$ cat config.mk
export PLATFORM = sky130hd
export DESIGN_NAME = varint_six_bit_packer_flat
export DESIGN_NICKNAME = d
export VERILOG_FILES = /design/src/rtl/vsbp_pkg.sv /design/src/rtl/vsbp_in_if.sv /design/src/rtl/vsbp_out_if.sv /design/src/rtl/varint_six_bit_packer.sv /design/src/flat_wrapper.sv
export SDC_FILE = /design/constraint.sdc
export NUM_CORES = 1
export LEC_CHECK = 0
export BUFFER_PORTS_ARGS = -buffer_cell sky130_fd_sc_hd__buf_2
export CAP_MARGIN = 30
export CORE_ASPECT_RATIO = 1.4
export CORE_MARGIN = 10
export CORE_UTILIZATION = 60
export CTS_BUF_LIST = sky130_fd_sc_hd__clkbuf_16
export DETAILED_ROUTE_END_ITERATION = 12
export PLACE_DENSITY_LB_ADDON = 0.3
export SETUP_SLACK_MARGIN = 0.4
export SLEW_MARGIN = 20
export SYNTH_ARGS = -nofsm -noshare
export SYNTH_HDL_FRONTEND = slang
export SYNTH_SLANG_ARGS = --single-unit
$ cat constraint.sdc
create_clock -name i_clk -period 7.8 [get_ports i_clk]
set_clock_uncertainty 0.05 [all_clocks]
set_input_delay 0 -clock i_clk [delete_from_list [all_inputs] [get_ports i_clk]]
set_output_delay 0 -clock i_clk [all_outputs]
set_load 0.01 [all_outputs]
$ cat src/rtl/vsbp_pkg.sv
`timescale 1ns / 1ps

package vsbp_pkg;

    // field widths
    localparam int unsigned ACTION_W = 2;
    localparam int unsigned VALUE_W  = 32;
    localparam int unsigned BYTE_W   = 8;
    localparam int unsigned GROUP_W  = 6;
    localparam int unsigned DATA_W   = 5;
    localparam int unsigned BITS_W   = 7;
    localparam int unsigned CNT_W    = 3;
    localparam int unsigned ACC_W    = 12;

    // action codes
    typedef enum logic [ACTION_W-1:0] {
        ACT_FIXED  = 2'd0,
        ACT_EXT    = 2'd1,
        ACT_FINISH = 2'd2,
        ACT_NONE   = 2'd3
    } t_action;

    // sequencer states
    typedef enum logic [1:0] {
        ST_IDLE,
        ST_RUN,
        ST_FLUSH
    } t_state;

endpackage

$ cat src/rtl/vsbp_in_if.sv
`timescale 1ns / 1ps

interface vsbp_in_if;
    logic                               valid;
    logic                               ready;
    logic [vsbp_pkg::ACTION_W-1:0]      action;
    logic [vsbp_pkg::VALUE_W-1:0]       value;

    modport source (output valid, output action, output value, input ready);
    modport sink   (input valid, input action, input value, output ready);
endinterface

$ cat src/rtl/vsbp_out_if.sv
`timescale 1ns / 1ps

interface vsbp_out_if;
    logic                               valid;
    logic                               ready;
    logic [vsbp_pkg::BYTE_W-1:0]        out_byte;
    logic                               last;

    modport source (output valid, output out_byte, output last, input ready);
    modport sink   (input valid, input out_byte, input last, output ready);
endinterface

$ cat src/rtl/varint_six_bit_packer.sv
`timescale 1ns / 1ps

// channel  | dir | payload               | handshake
// ---------+-----+-----------------------+------------------------------
// i_in     | in  | action[1:0], value[31:0] | valid & ready at rising edge
// o_out    | out | out_byte[7:0], last    | valid & ready at rising edge
//
// one group goes through the shared shift/merge unit per cycle while o_out does not stall:
// a fixed write is one group, an extended write 1 to 7 groups, a finish none.
// i_in.ready is high only while the sequencer is idle.
// a produced byte waits in a hold register until it is known whether another
// byte follows, so last can be set; o_out stalls hold the sequencer.
// i_rst_n is synchronous, active low, and clears the held bits.
module varint_six_bit_packer (
    input  logic            i_clk,
    input  logic            i_rst_n,
    vsbp_in_if.sink         i_in,
    vsbp_out_if.source      o_out
);

    vsbp_pkg::t_state                   r_state, n_state;
    logic [vsbp_pkg::VALUE_W-1:0]       r_val, n_val;
    logic                               r_ext, n_ext;
    logic [vsbp_pkg::BITS_W-1:0]        r_bits, n_bits;
    logic [vsbp_pkg::CNT_W-1:0]         r_cnt, n_cnt;
    logic [vsbp_pkg::BYTE_W-1:0]        r_hold, n_hold;
    logic                               r_hold_v, n_hold_v;
    logic [vsbp_pkg::BYTE_W-1:0]        r_ob, n_ob;
    logic                               r_olast, n_olast;
    logic                               r_ov, n_ov;

    // shared group unit signals
    logic                               more;
    logic [vsbp_pkg::GROUP_W-1:0]       grp;
    logic [vsbp_pkg::ACC_W-1:0]         acc;
    logic [vsbp_pkg::CNT_W:0]           sum;
    logic                               full;
    logic                               out_free;

    assign i_in.ready     = (r_state == vsbp_pkg::ST_IDLE);
    assign o_out.valid    = r_ov;
    assign o_out.out_byte = r_ob;
    assign o_out.last     = r_olast;

    // group select and merge into held bits
    always_comb begin
        more = r_ext && (r_val[vsbp_pkg::VALUE_W-1:vsbp_pkg::DATA_W] != '0);
        grp  = r_ext ? {more, r_val[vsbp_pkg::DATA_W-1:0]}
                     : r_val[vsbp_pkg::GROUP_W-1:0];
        acc  = {{(vsbp_pkg::ACC_W-vsbp_pkg::BITS_W){1'b0}}, r_bits}
             | ({{(vsbp_pkg::ACC_W-vsbp_pkg::GROUP_W){1'b0}}, grp} << r_cnt);
        sum  = {1'b0, r_cnt} + 4'd6;
        full = sum[vsbp_pkg::CNT_W];
    end

    assign out_free = !r_ov || o_out.ready;

    // sequencer next state and datapath
    always_comb begin
        n_state  = r_state;
        n_val    = r_val;
        n_ext    = r_ext;
        n_bits   = r_bits;
        n_cnt    = r_cnt;
        n_hold   = r_hold;
        n_hold_v = r_hold_v;
        n_ob     = r_ob;
        n_olast  = r_olast;
        n_ov     = r_ov;

        // output register drains
        if (r_ov && o_out.ready) begin
            n_ov = 1'b0;
        end

        unique case (r_state)
            vsbp_pkg::ST_IDLE: begin
                if (i_in.valid) begin
                    unique case (vsbp_pkg::t_action'(i_in.action))
                        vsbp_pkg::ACT_FIXED: begin
                            n_val   = {{(vsbp_pkg::VALUE_W-vsbp_pkg::GROUP_W){1'b0}},
                                       i_in.value[vsbp_pkg::GROUP_W-1:0]};
                            n_ext   = 1'b0;
                            n_state = vsbp_pkg::ST_RUN;
                        end
                        vsbp_pkg::ACT_EXT: begin
                            n_val   = i_in.value;
                            n_ext   = 1'b1;
                            n_state = vsbp_pkg::ST_RUN;
                        end
                        vsbp_pkg::ACT_FINISH: begin
                            n_hold   = {1'b0, r_bits};
                            n_hold_v = (r_cnt != '0);
                            n_bits   = '0;
                            n_cnt    = '0;
                            n_state  = vsbp_pkg::ST_FLUSH;
                        end
                        vsbp_pkg::ACT_NONE: begin
                        end
                    endcase
                end
            end

            vsbp_pkg::ST_RUN: begin
                // a new byte can only move on once the held one has a place
                if (!(full && r_hold_v && !out_free)) begin
                    if (full) begin
                        if (r_hold_v) begin
                            n_ob    = r_hold;
                            n_olast = 1'b0;
                            n_ov    = 1'b1;
                        end
                        n_hold   = acc[vsbp_pkg::BYTE_W-1:0];
                        n_hold_v = 1'b1;
                        n_bits   = {3'b000, acc[vsbp_pkg::ACC_W-1:vsbp_pkg::BYTE_W]};
                    end else begin
                        n_bits = acc[vsbp_pkg::BITS_W-1:0];
                    end
                    n_cnt = sum[vsbp_pkg::CNT_W-1:0];
                    if (more) begin
                        n_val = r_val >> vsbp_pkg::DATA_W;
                    end else begin
                        n_state = vsbp_pkg::ST_FLUSH;
                    end
                end
            end

            vsbp_pkg::ST_FLUSH: begin
                // final byte of the transaction carries last
                if (!r_hold_v) begin
                    n_state = vsbp_pkg::ST_IDLE;
                end else if (out_free) begin
                    n_ob     = r_hold;
                    n_olast  = 1'b1;
                    n_ov     = 1'b1;
                    n_hold_v = 1'b0;
                    n_state  = vsbp_pkg::ST_IDLE;
                end
            end

            default: begin
                n_state = vsbp_pkg::ST_IDLE;
            end
        endcase
    end

    // control registers
    always_ff @(posedge i_clk) begin
        if (!i_rst_n) begin
            r_state  <= vsbp_pkg::ST_IDLE;
            r_bits   <= '0;
            r_cnt    <= '0;
            r_hold_v <= 1'b0;
            r_ov     <= 1'b0;
        end else begin
            r_state  <= n_state;
            r_bits   <= n_bits;
            r_cnt    <= n_cnt;
            r_hold_v <= n_hold_v;
            r_ov     <= n_ov;
        end
    end

    // payload registers
    always_ff @(posedge i_clk) begin
        r_val   <= n_val;
        r_ext   <= n_ext;
        r_hold  <= n_hold;
        r_ob    <= n_ob;
        r_olast <= n_olast;
    end

endmodule

$ cat src/flat_wrapper.sv
// flat-port wrapper written by rule: the top's interface ports become plain ports
module varint_six_bit_packer_flat 
  (i_clk, i_rst_n, i_in_valid, i_in_action, i_in_value, i_in_ready, o_out_valid, o_out_out_byte, o_out_last, o_out_ready);
  vsbp_in_if i_in_i ();
  vsbp_out_if o_out_i ();
  input  logic i_clk;
  input  logic i_rst_n;
  input wire logic [$bits(i_in_i.valid)-1:0] i_in_valid;
  input wire logic [$bits(i_in_i.action)-1:0] i_in_action;
  input wire logic [$bits(i_in_i.value)-1:0] i_in_value;
  output wire logic [$bits(i_in_i.ready)-1:0] i_in_ready;
  output wire logic [$bits(o_out_i.valid)-1:0] o_out_valid;
  output wire logic [$bits(o_out_i.out_byte)-1:0] o_out_out_byte;
  output wire logic [$bits(o_out_i.last)-1:0] o_out_last;
  input wire logic [$bits(o_out_i.ready)-1:0] o_out_ready;
  assign i_in_i.valid = i_in_valid;
  assign i_in_i.action = i_in_action;
  assign i_in_i.value = i_in_value;
  assign i_in_ready = i_in_i.ready;
  assign o_out_valid = o_out_i.valid;
  assign o_out_out_byte = o_out_i.out_byte;
  assign o_out_last = o_out_i.last;
  assign o_out_i.ready = o_out_ready;
  varint_six_bit_packer u_core (.i_clk(i_clk), .i_rst_n(i_rst_n), .i_in(i_in_i), .o_out(o_out_i));
endmodule
==> impl_metrics.env, run 1 <==
export IMPL_synth_edff_count=50
export IMPL_cts_made_buffers=9
export IMPL_postLayoutSetupSlackWorst_ns=5.27
export IMPL_root_buffer="clkbuf_16"
export IMPL_clk_pin_slew_ns=0.05
export IMPL_min_period_ns=2.53
export IMPL_worstSetupPathType="reg -> reg"
export IMPL_grt_max_degree=68
export IMPL_placed_area_sq_mm=0.00328
export IMPL_setup_viol=0
export IMPL_tightest_slew_ns=0.627
export IMPL_arrival_ns=2.49
export IMPL_rows=30
export IMPL_ir_drop_v=0.000192
export IMPL_syn_to_final_growth_pct=30.0
export IMPL_wl_per_cell_um=17.1
export IMPL_post_place_ws_ns=5.31
export IMPL_dp_hpwl_um=4340
export IMPL_fmax_ghz=0.395
export IMPL_fin_nets=403
export IMPL_diodes=0
export IMPL_insertion_delay_ns=0.33
export IMPL_finalHoldViolations=0
export IMPL_fillers=269
export IMPL_period_share_pct=32.5
export IMPL_grt_pass1_vias=2554
export IMPL_grt_pass1_wl_um=12300
export IMPL_synth_cells=281
export IMPL_r2r_setup_slack_ns=5.27
export IMPL_report_final_slew_viol_count=0
export IMPL_start_util_pct=62.0
export IMPL_first_pass_iters=5
export IMPL_max_slew_margin_pct=58.2
export IMPL_mostFrequentLayoutCells="nand2_1, edfxtp_1, buf_2"
export IMPL_async_flop_share_pct=0
export IMPL_synth_ff_type="edfxtp_1"
export IMPL_ys_seq_area_share_pct=58.7
export IMPL_final_common_cell="nand2_1"
export IMPL_drtIter0Drc=249
export IMPL_status="finished clean"
export IMPL_grt_overflow=0
export IMPL_multi_input_area_sq_mm=0.00114
export IMPL_die_area_sq_mm=0.00827
export IMPL_cts_path_max_buffers=2
export IMPL_cts_sinks=63
export IMPL_syn_cell_area_sq_mm=0.00300
export IMPL_avgSynthCellArea_sq_um=10.7
export IMPL_grt_usage_pct=18.9
export IMPL_antenna_left=0
export IMPL_drc=0
export IMPL_yosys_warnings=0
export IMPL_setup_tns_ns=0
export IMPL_min_path_type="in -> reg"
export IMPL_gp_congestion=0.902
export IMPL_ff_latch_area_sq_mm=0.00176
export IMPL_routed_wl_um=7320
export IMPL_die_h_um=104
export IMPL_p_per_area_mw_per_mm2=252
export IMPL_fp_coreArea_sq_mm=0.00484
export IMPL_max_cap_violations=0
export IMPL_vias_per_cell=5.79
export IMPL_ys_types=42
export IMPL_num_vias=2478
export IMPL_critPathRequiredTime_ns=7.75
export IMPL_die_x_um=79.8
export IMPL_cp_start_kind="register"
export IMPL_num_io_pins=49
export IMPL_synth_nets=325
export IMPL_postLayoutCellArea_sq_mm=0.00391
export IMPL_rsz0062_at_grt="false"
export IMPL_h_tree_depth=3
export IMPL_cts_tree="yes"
export IMPL_antenna_found_initial=0
export IMPL_numPortBuffers=48
export IMPL_synth_ff_latch_count=63
export IMPL_p_leak_nw=1.52
export IMPL_cp_max_fo=67
export IMPL_drive_gt1_share_pct=22.0
export IMPL_cp_end_kind="register"
export IMPL_cts_setup_buffers=0
[cell type report]
type / count / area share, %
inverter: 8 / 0.769
clock inverter: 7 / 2.05
tap: 64 / 2.05
clock buffer: 9 / 5.77
sequential: 63 / 45.1
timing repair buffer: 83 / 14.9
multi-input combinational: 194 / 29.3
[path summary, 6_finish.rpt]
check                             end               from  depth (start not counted)
max                  u_core.r_hold[3]  u_core.r_state[1]                          7
min                  u_core.r_val[12]     i_in_value[12]                          3
max reg2reg          u_core.r_hold[3]  u_core.r_state[1]                          7
min reg2reg  u_core.o_out.out_byte[6]   u_core.r_hold[6]                          0
[synth_stat cells, drive strengths merged (2+ instances only)]
cell type | instances | area, sq um
nand2 | 64 | 240
edfxtp | 50 | 1500
o21ai | 29 | 145
a21oi | 13 | 65.1
dfxtp | 13 | 260
clkbuf | 9 | 33.8
mux2 | 9 | 101
nor2 | 9 | 33.8
inv | 8 | 30.0
and3 | 7 | 43.8
buf | 7 | 38.8
ha | 6 | 75.1
nand3 | 6 | 30.0
nor4 | 6 | 37.5
nor3b | 5 | 37.5
nor2b | 4 | 25.0
a21o | 3 | 22.5
o21bai | 3 | 22.5
a31o | 2 | 17.5
a31oi | 2 | 12.5
a41oi | 2 | 17.5
and2 | 2 | 12.5
mux2i | 2 | 20.0
nand4b | 2 | 17.5
nor3 | 2 | 15.0
o211ai | 2 | 20.0
o21a | 2 | 15.0
or4 | 2 | 15.0
[routing by layer]
| layer | routed length (um) | GRT usage, % |
|---|---|---|
| met1 | 2710 | 19.9 |
| met4 | 274 | 12.5 |
| met3 | 536 | 6.23 |
| met2 | 3790 | 30.9 |
| met5 | 0 | 0 |
[repair_timing]
item / in CTS / in global routing
resized for setup: 0 / 0
hold buffers: 32 / 0
hold endpoints to repair: 39 / 0
[state kept, by name, indices dropped and copies added, names as in the netlist]
register,cells
u_core.r_val,32
u_core.o_out.out_byte,8
u_core.r_hold,8
u_core.r_bits,7
u_core.r_cnt,2
u_core.r_state,2
u_core.o_out.last,1
u_core.o_out.valid,1
u_core.r_ext,1
u_core.r_hold_v,1
[critical path, stage by stage, from the launching register on]
cell	delay, ns
dfxtp_1	0.32
inv_1	0.11
ha_2	0.17
buf_4	0.50
nand2b_1	0.19
a22oi_4	0.41
nand2_1	0.18
inv_1	0.27
[power by group]
| group | leakage [nW] | switching (mW) | internal [mW] |
|---|---|---|---|
| Combinational | 0.776 | 0.0777 | 0.0528 |
| Sequential | 0.587 | 0.0233 | 0.419 |
| Clock | 0.157 | 0.137 | 0.274 |
| Total | 1.52 | 0.238 | 0.745 |
[cell families after synthesis]
logic type,count (synthesis),share of synthesized area (%)
buffers and inverters,24,3.42
multiplexers,11,4.04
AND/OR/NAND/NOR,114,18.4
flip-flops,63,58.7
adder cells (fa/ha/maj),6,2.50
AO/OA/AOI/OAI,63,13.0
[stage by stage]
stage | hold slack [ns] | cells | total power [mW] | util, %
6_report | 0.00664 | 428 | 0.984 | 80.6
5_1_grt | 0.0206 | 428 | 1.02 | 80.6
4_1_cts | 0.00539 | 428 | 0.982 | 80.6
3_5_place_dp | 0.262 | 380 | 0.560 | 67.7
3_3_place_gp | 0.254 | 380 | 0.557 | 67.7
2_1_floorplan | 0.112 | 281 | 0.518 | -
No activity file was read; power rests on OpenSTA's default activity.
==> run 2, diff against run 1 <==
- CORE_UTILIZATION: 60 -> 56
- clock period: 7.8 -> 2.51 ns (I/O delays scaled with it)
==> run 2 against run 1 <==
Utilization down 3.9 points. Clock power rose to 3.1 times the previous value. Count of clock-buffer cells in the layout unchanged. Sequential power rose to 3.1 times the previous value. Fmax up 25%. Global-route usage down 1.8 points. Wire length down 1.6%. Worst setup slack worse by 4.8 ns. Sequential share of layout area down 0.90 points. Highest routed layer unchanged.
==> impl_metrics.env, run 2 (synthesis gave the netlist of run 1 again) <==
export IMPL_status="finished clean"
export IMPL_grt_max_degree=49
export IMPL_r2r_start="u_core.r_val[6]"
export IMPL_ir_drop_v=0.000626
export IMPL_fillers=318
export IMPL_min_path_type="in -> reg"
export IMPL_cts_tree="yes"
export IMPL_worstSetupPathType="reg -> reg"
export IMPL_report_final_slew_viol_count=0
export IMPL_min_period_ns=2.03
export IMPL_antenna_left=0
export IMPL_vias_per_cell=5.58
export IMPL_fmax_ghz=0.492
export IMPL_r2r_setup_slack_ns=0.48
export IMPL_num_vias=2412
export IMPL_num_io_pins=49
export IMPL_grt_pass1_wl_um=11500
export IMPL_setup_tns_ns=0
export IMPL_hold_path_endpoint="u_core.r_val[7]"
export IMPL_power_mw=3.07
export IMPL_regMostFlops="u_core.r_val"
export IMPL_largest_register_ffs=32
export IMPL_max_cap_violations=0
export IMPL_finalHoldViolations=0
export IMPL_die_h_um=107
export IMPL_cp_max_fo=4
export IMPL_antenna_found_initial=0
export IMPL_tightest_slew_ns=0.581
export IMPL_rr_endpoint="u_core.r_state[0]"
export IMPL_syn_to_final_growth_pct=32.8
export IMPL_root_buffer="clkbuf_16"
export IMPL_arrival_ns=2.20
export IMPL_final_common_cell="nand2_1"
export IMPL_p_per_area_mw_per_mm2=771
export IMPL_cts_made_buffers=9
export IMPL_hold_slack_ns=0.00353
export IMPL_rows=31
export IMPL_hold_path_cell_count=3
export IMPL_grt_pass1_vias=2508
export IMPL_insertion_delay_ns=0.33
export IMPL_cts_sinks=63
export IMPL_max_slew_margin_pct=61.2
export IMPL_h_tree_depth=3
export IMPL_first_pass_iters=5
export IMPL_drtIter0Drc=232
export IMPL_grt_overflow=0
export IMPL_grt_usage_pct=17.1
export IMPL_routed_wl_um=7200
export IMPL_ff_latch_area_sq_mm=0.00176
export IMPL_drive_gt1_share_pct=26.2
export IMPL_start_util_pct=57.8
export IMPL_numPortBuffers=48
export IMPL_cts_path_max_buffers=2
export IMPL_rsz0062_at_grt="true"
export IMPL_mostFrequentLayoutCells="nand2_1, edfxtp_1, buf_2"
export IMPL_drc=0
export IMPL_dp_hpwl_um=4720
export IMPL_hold_start="i_in_value[7]"
export IMPL_p_leak_nw=1.56
export IMPL_wl_per_cell_um=16.7
export IMPL_cp_end_kind="register"
export IMPL_diodes=0
export IMPL_die_x_um=81.9
export IMPL_r2r_cells=5
export IMPL_fin_nets=405
export IMPL_setup_viol=0
export IMPL_period_share_pct=81.0
export IMPL_gp_congestion=0.929
export IMPL_fp_coreArea_sq_mm=0.00520
export IMPL_die_area_sq_mm=0.00873
export IMPL_cp_start_kind="register"
export IMPL_critPathRequiredTime_ns=2.67
export IMPL_clk_pin_slew_ns=0.05
export IMPL_multi_input_area_sq_mm=0.00122
==> run 2: cell count changes in the layout (fill, tap and decap cells not counted), sizes merged <==
cell	delta
a21oi	+1
buf	+6
clkinv	-2
clkinvlp	+1
dlygate4sd3	-5
inv	+1
==> run 2: layout make-up <==
class | instances | share of cell area [%]
clock inverter | 7 | 2.07
clock buffer | 9 | 5.65
sequential | 63 | 44.2
tap | 66 | 2.07
timing repair buffer | 84 | 14.5
inverter | 8 | 0.941
multi-input combinational | 195 | 30.6
==> run 2: where the power goes <==
part           switching (mW)  total (mW)  leakage, nW  internal [mW]
clock network           0.413        1.27        0.157          0.853
registers              0.0746        1.38        0.587           1.30
logic                   0.257       0.433        0.812          0.176
==> run 2: timing repair <==
| action | CTS | global route |
|---|---|---|
| hold buffers | 27 | 0 |
| resized for setup | 2 | 4 |
| endpoints found under the setup margin | 40 | 53 |
| endpoints found under the hold margin | 29 | 0 |
| buffers inserted | 3 | 0 |
| pin swaps | 1 | 0 |
| gates cloned | 1 | 0 |
==> run 2: worst max-delay path, cell delays in order (launching register included) <==
cell and delay [ns]:
edfxtp_1 0.40, nor4_2 0.39, nand4_1 0.25, o211ai_4 0.37
nand3_1 0.17, a32o_1 0.29
==> run 2: through the flow <==
stage	worst slack [ns]	std cells	util [%]	area (sq um)
after floorplan	0.375	281	-	3060
after global placement	0.340	385	64.2	3340
after detailed placement	0.295	385	64.2	3340
after CTS	0.383	432	76.3	3960
after global routing	0.347	432	76.7	3990
final	0.476	432	76.7	3990
==> run 2: routing by layer <==
metal	GRT usage [%]	part of all wire, %
met1	17.1	37
met2	29.5	54
met3	6.61	6.4
met4	8.90	2.6
met5	0	0
==> run 2: worst max path at each step <==
stage                          start                end  slack (ns)
detailed placement   u_core.r_cnt[1]    u_core.r_val[1]        0.30
floorplan            u_core.r_cnt[2]    u_core.r_val[0]        0.38
global route        u_core.r_val[10]  u_core.r_state[0]        0.35
CTS                 u_core.r_val[11]  u_core.r_state[0]        0.38
global placement     u_core.r_cnt[1]    u_core.r_val[1]        0.34
finish               u_core.r_val[6]  u_core.r_state[0]        0.48
==> run 3, diff against run 2 <==
- CORE_UTILIZATION: 56 -> 50
- clock period: 2.51 -> 1.78 ns (I/O delays scaled with it)
==> run 3 against run 2 <==
Die area increased by 9.3%. Via count increased by 36%. Count of clock-buffer cells in the layout unchanged. Worst hold slack improved by 0.018 ns. Highest routed layer unchanged. Register-to-register slack got worse by 0.90 ns. First-iteration DRC count increased by 77%. The flow now finishes with violations (setup timing).
==> impl_metrics.env, run 3 (synthesis gave the netlist of run 1 again) <==
export IMPL_num_io_pins=49
export IMPL_vias_per_cell=6.59
export IMPL_crit_path_end="u_core.r_val[0]"
export IMPL_grt_max_degree=33
export IMPL_crit_path_max_incr_delay_ns=0.53
export IMPL_setup_viol=44
export IMPL_drc=0
export IMPL_arrival_ns=2.26
export IMPL_drive_gt1_share_pct=56.2
export IMPL_die_h_um=112
export IMPL_ff_latch_area_sq_mm=0.00177
export IMPL_worstSetupPathType="reg -> reg"
export IMPL_post_place_ws_ns=-0.0974
export IMPL_routed_wl_um=14000
export IMPL_grt_overflow=0
export IMPL_max_cap_violations=0
export IMPL_cts_made_buffers=9
export IMPL_min_path_type="in -> reg"
export IMPL_max_slew_margin_pct=58.8
export IMPL_violations="setup timing"
export IMPL_dr_max_layer_used="met4"
export IMPL_cp_start_kind="register"
export IMPL_min_period_ns=2.21
export IMPL_fin_nets=468
export IMPL_critPathSlowestCell="nor4_2"
export IMPL_fp_coreArea_sq_mm=0.00586
export IMPL_critPathBufInv=2
export IMPL_finalHoldViolations=0
export IMPL_insertion_delay_ns=0.34
export IMPL_critPathLaunch="u_core.r_val[5]"
export IMPL_grt_pass1_vias=3062
export IMPL_cts_sinks=63
export IMPL_rr_endpoint="u_core.r_val[0]"
export IMPL_rsz0062_at_grt="true"
export IMPL_antenna_left=0
export IMPL_mostFrequentLayoutCells="edfxtp_1, buf_2, nand2_1"
export IMPL_placed_area_sq_mm=0.00354
export IMPL_hold_start="i_in_action[1]"
export IMPL_cp_max_fo=16
export IMPL_clk_pin_slew_ns=0.06
export IMPL_fmax_ghz=0.453
export IMPL_p_leak_nw=2.18
export IMPL_r2r_start="u_core.r_val[5]"
export IMPL_postLayoutCellArea_sq_mm=0.00531
export IMPL_wl_per_cell_um=28.1
export IMPL_cts_tree="yes"
export IMPL_hold_slack_ns=0.0217
export IMPL_gp_congestion=0.887
export IMPL_h_tree_depth=3
export IMPL_die_x_um=85.5
export IMPL_antenna_found_initial=0
export IMPL_fillers=188
export IMPL_period_share_pct=124
export IMPL_first_pass_iters=5
export IMPL_tightest_slew_ns=0.611
export IMPL_cp_num_cells=6
export IMPL_cp_cell_sequence="nor4_2 > nand4_1 > buf_6 > o211ai_4 > a21oi_4 > buf_12"
export IMPL_syn_to_final_growth_pct=76.8
export IMPL_r2r_setup_slack_ns=-0.43
export IMPL_numPortBuffers=48
export IMPL_num_vias=3288
export IMPL_postLayoutSetupSlackWorst_ns=-0.426
export IMPL_wl_met2_um=6750
export IMPL_cp_top_family="simple AND/OR/NAND/NOR gates"
export IMPL_p_per_area_mw_per_mm2=981
export IMPL_report_final_slew_viol_count=0
export IMPL_ir_drop_v=0.000930
export IMPL_multi_input_area_sq_mm=0.00169
export IMPL_rows=33
export IMPL_diodes=0
export IMPL_critPathRequiredTime_ns=1.83
export IMPL_final_common_cell="edfxtp_1"
export IMPL_drtIter0Drc=410
export IMPL_start_util_pct=51.2
export IMPL_m1WireLength_um=4630
export IMPL_r2r_cells=6
export IMPL_final_util_pct=90.5
export IMPL_grt_pass1_wl_um=15900
export IMPL_largest_register_ffs=32
export IMPL_root_buffer="clkbuf_16"
export IMPL_wl_met3_um=1430
export IMPL_status="finished, violations left"
export IMPL_cp_end_kind="register"
export IMPL_dp_hpwl_um=4760
export IMPL_cts_path_max_buffers=2
export IMPL_grt_usage_pct=21.1
export IMPL_regMostFlops="u_core.r_val"
export IMPL_die_area_sq_mm=0.00955
[run 3: changes by cell type in the layout (fill, tap and decap cells not counted), sizes merged, moves of 2 or more]
| cell | change |
|---|---|
| clkbuf | +2 |
| inv | -4 |
| buf | +56 |
| clkinv | +3 |
| dlygate4sd3 | +5 |
[run 3: layer usage]
metal,GRT usage (%),vias to the layer above
li1,-,1308
met1,19.7,1557
met2,39.2,312
met3,5.40,111
met4,12.6,0
met5,0,-
[run 3: layout make-up]
cell class / count / share of cell area [%]
repair buffers: 147 / 26.1
clock inverters: 7 / 1.65
well taps: 70 / 1.65
multi-input cells: 195 / 31.7
clock buffers: 9 / 4.24
flip-flops and latches: 63 / 33.4
inverters: 8 / 1.18
[run 3: power breakdown]
group / internal [mW] / switching (mW) / leakage [nW]
Combinational: 0.637 / 0.664 / 1.44
Clock: 1.21 / 0.696 / 0.147
Sequential: 1.83 / 0.167 / 0.589
[run 3: worst register-to-register path, stage by stage, from the launching register on]
cell      delay [ns]
edfxtp_1        0.42
nor4_2          0.53
nand4_1         0.20
buf_6           0.17
o211ai_4        0.26
a21oi_4         0.14
buf_12          0.18
[run 3: timing repair]
item | 4_1_cts | 5_1_grt
hold buffers | 32 | 0
buffers inserted | 15 | 20
cloned | 7 | 3
setup endpoints to repair | 86 | 103
endpoints found under the hold margin | 36 | 0
resized for setup | 98 | 83
pin swaps | 27 | 25
[run 3: how the worst min path moves through the flow]
stage,cells past startpoint,to
after global placement,2,u_core.r_val[2]
after global routing,2,u_core.r_ext
after floorplan,1,u_core.r_state[0]
final,2,u_core.r_ext
after CTS,2,u_core.r_ext
after detailed placement,2,u_core.r_val[1]
[run 3: stage by stage]
stage / std cells / TNS, ns / power [mW]
final: 499 / -15.86 / 5.21
after global routing: 499 / -16.65 / 5.30
after CTS: 476 / -1.56 / 4.73
after detailed placement: 406 / -3.23 / 2.58
after global placement: 406 / -2.88 / 2.57
after floorplan: 281 / -11.80 / 2.33
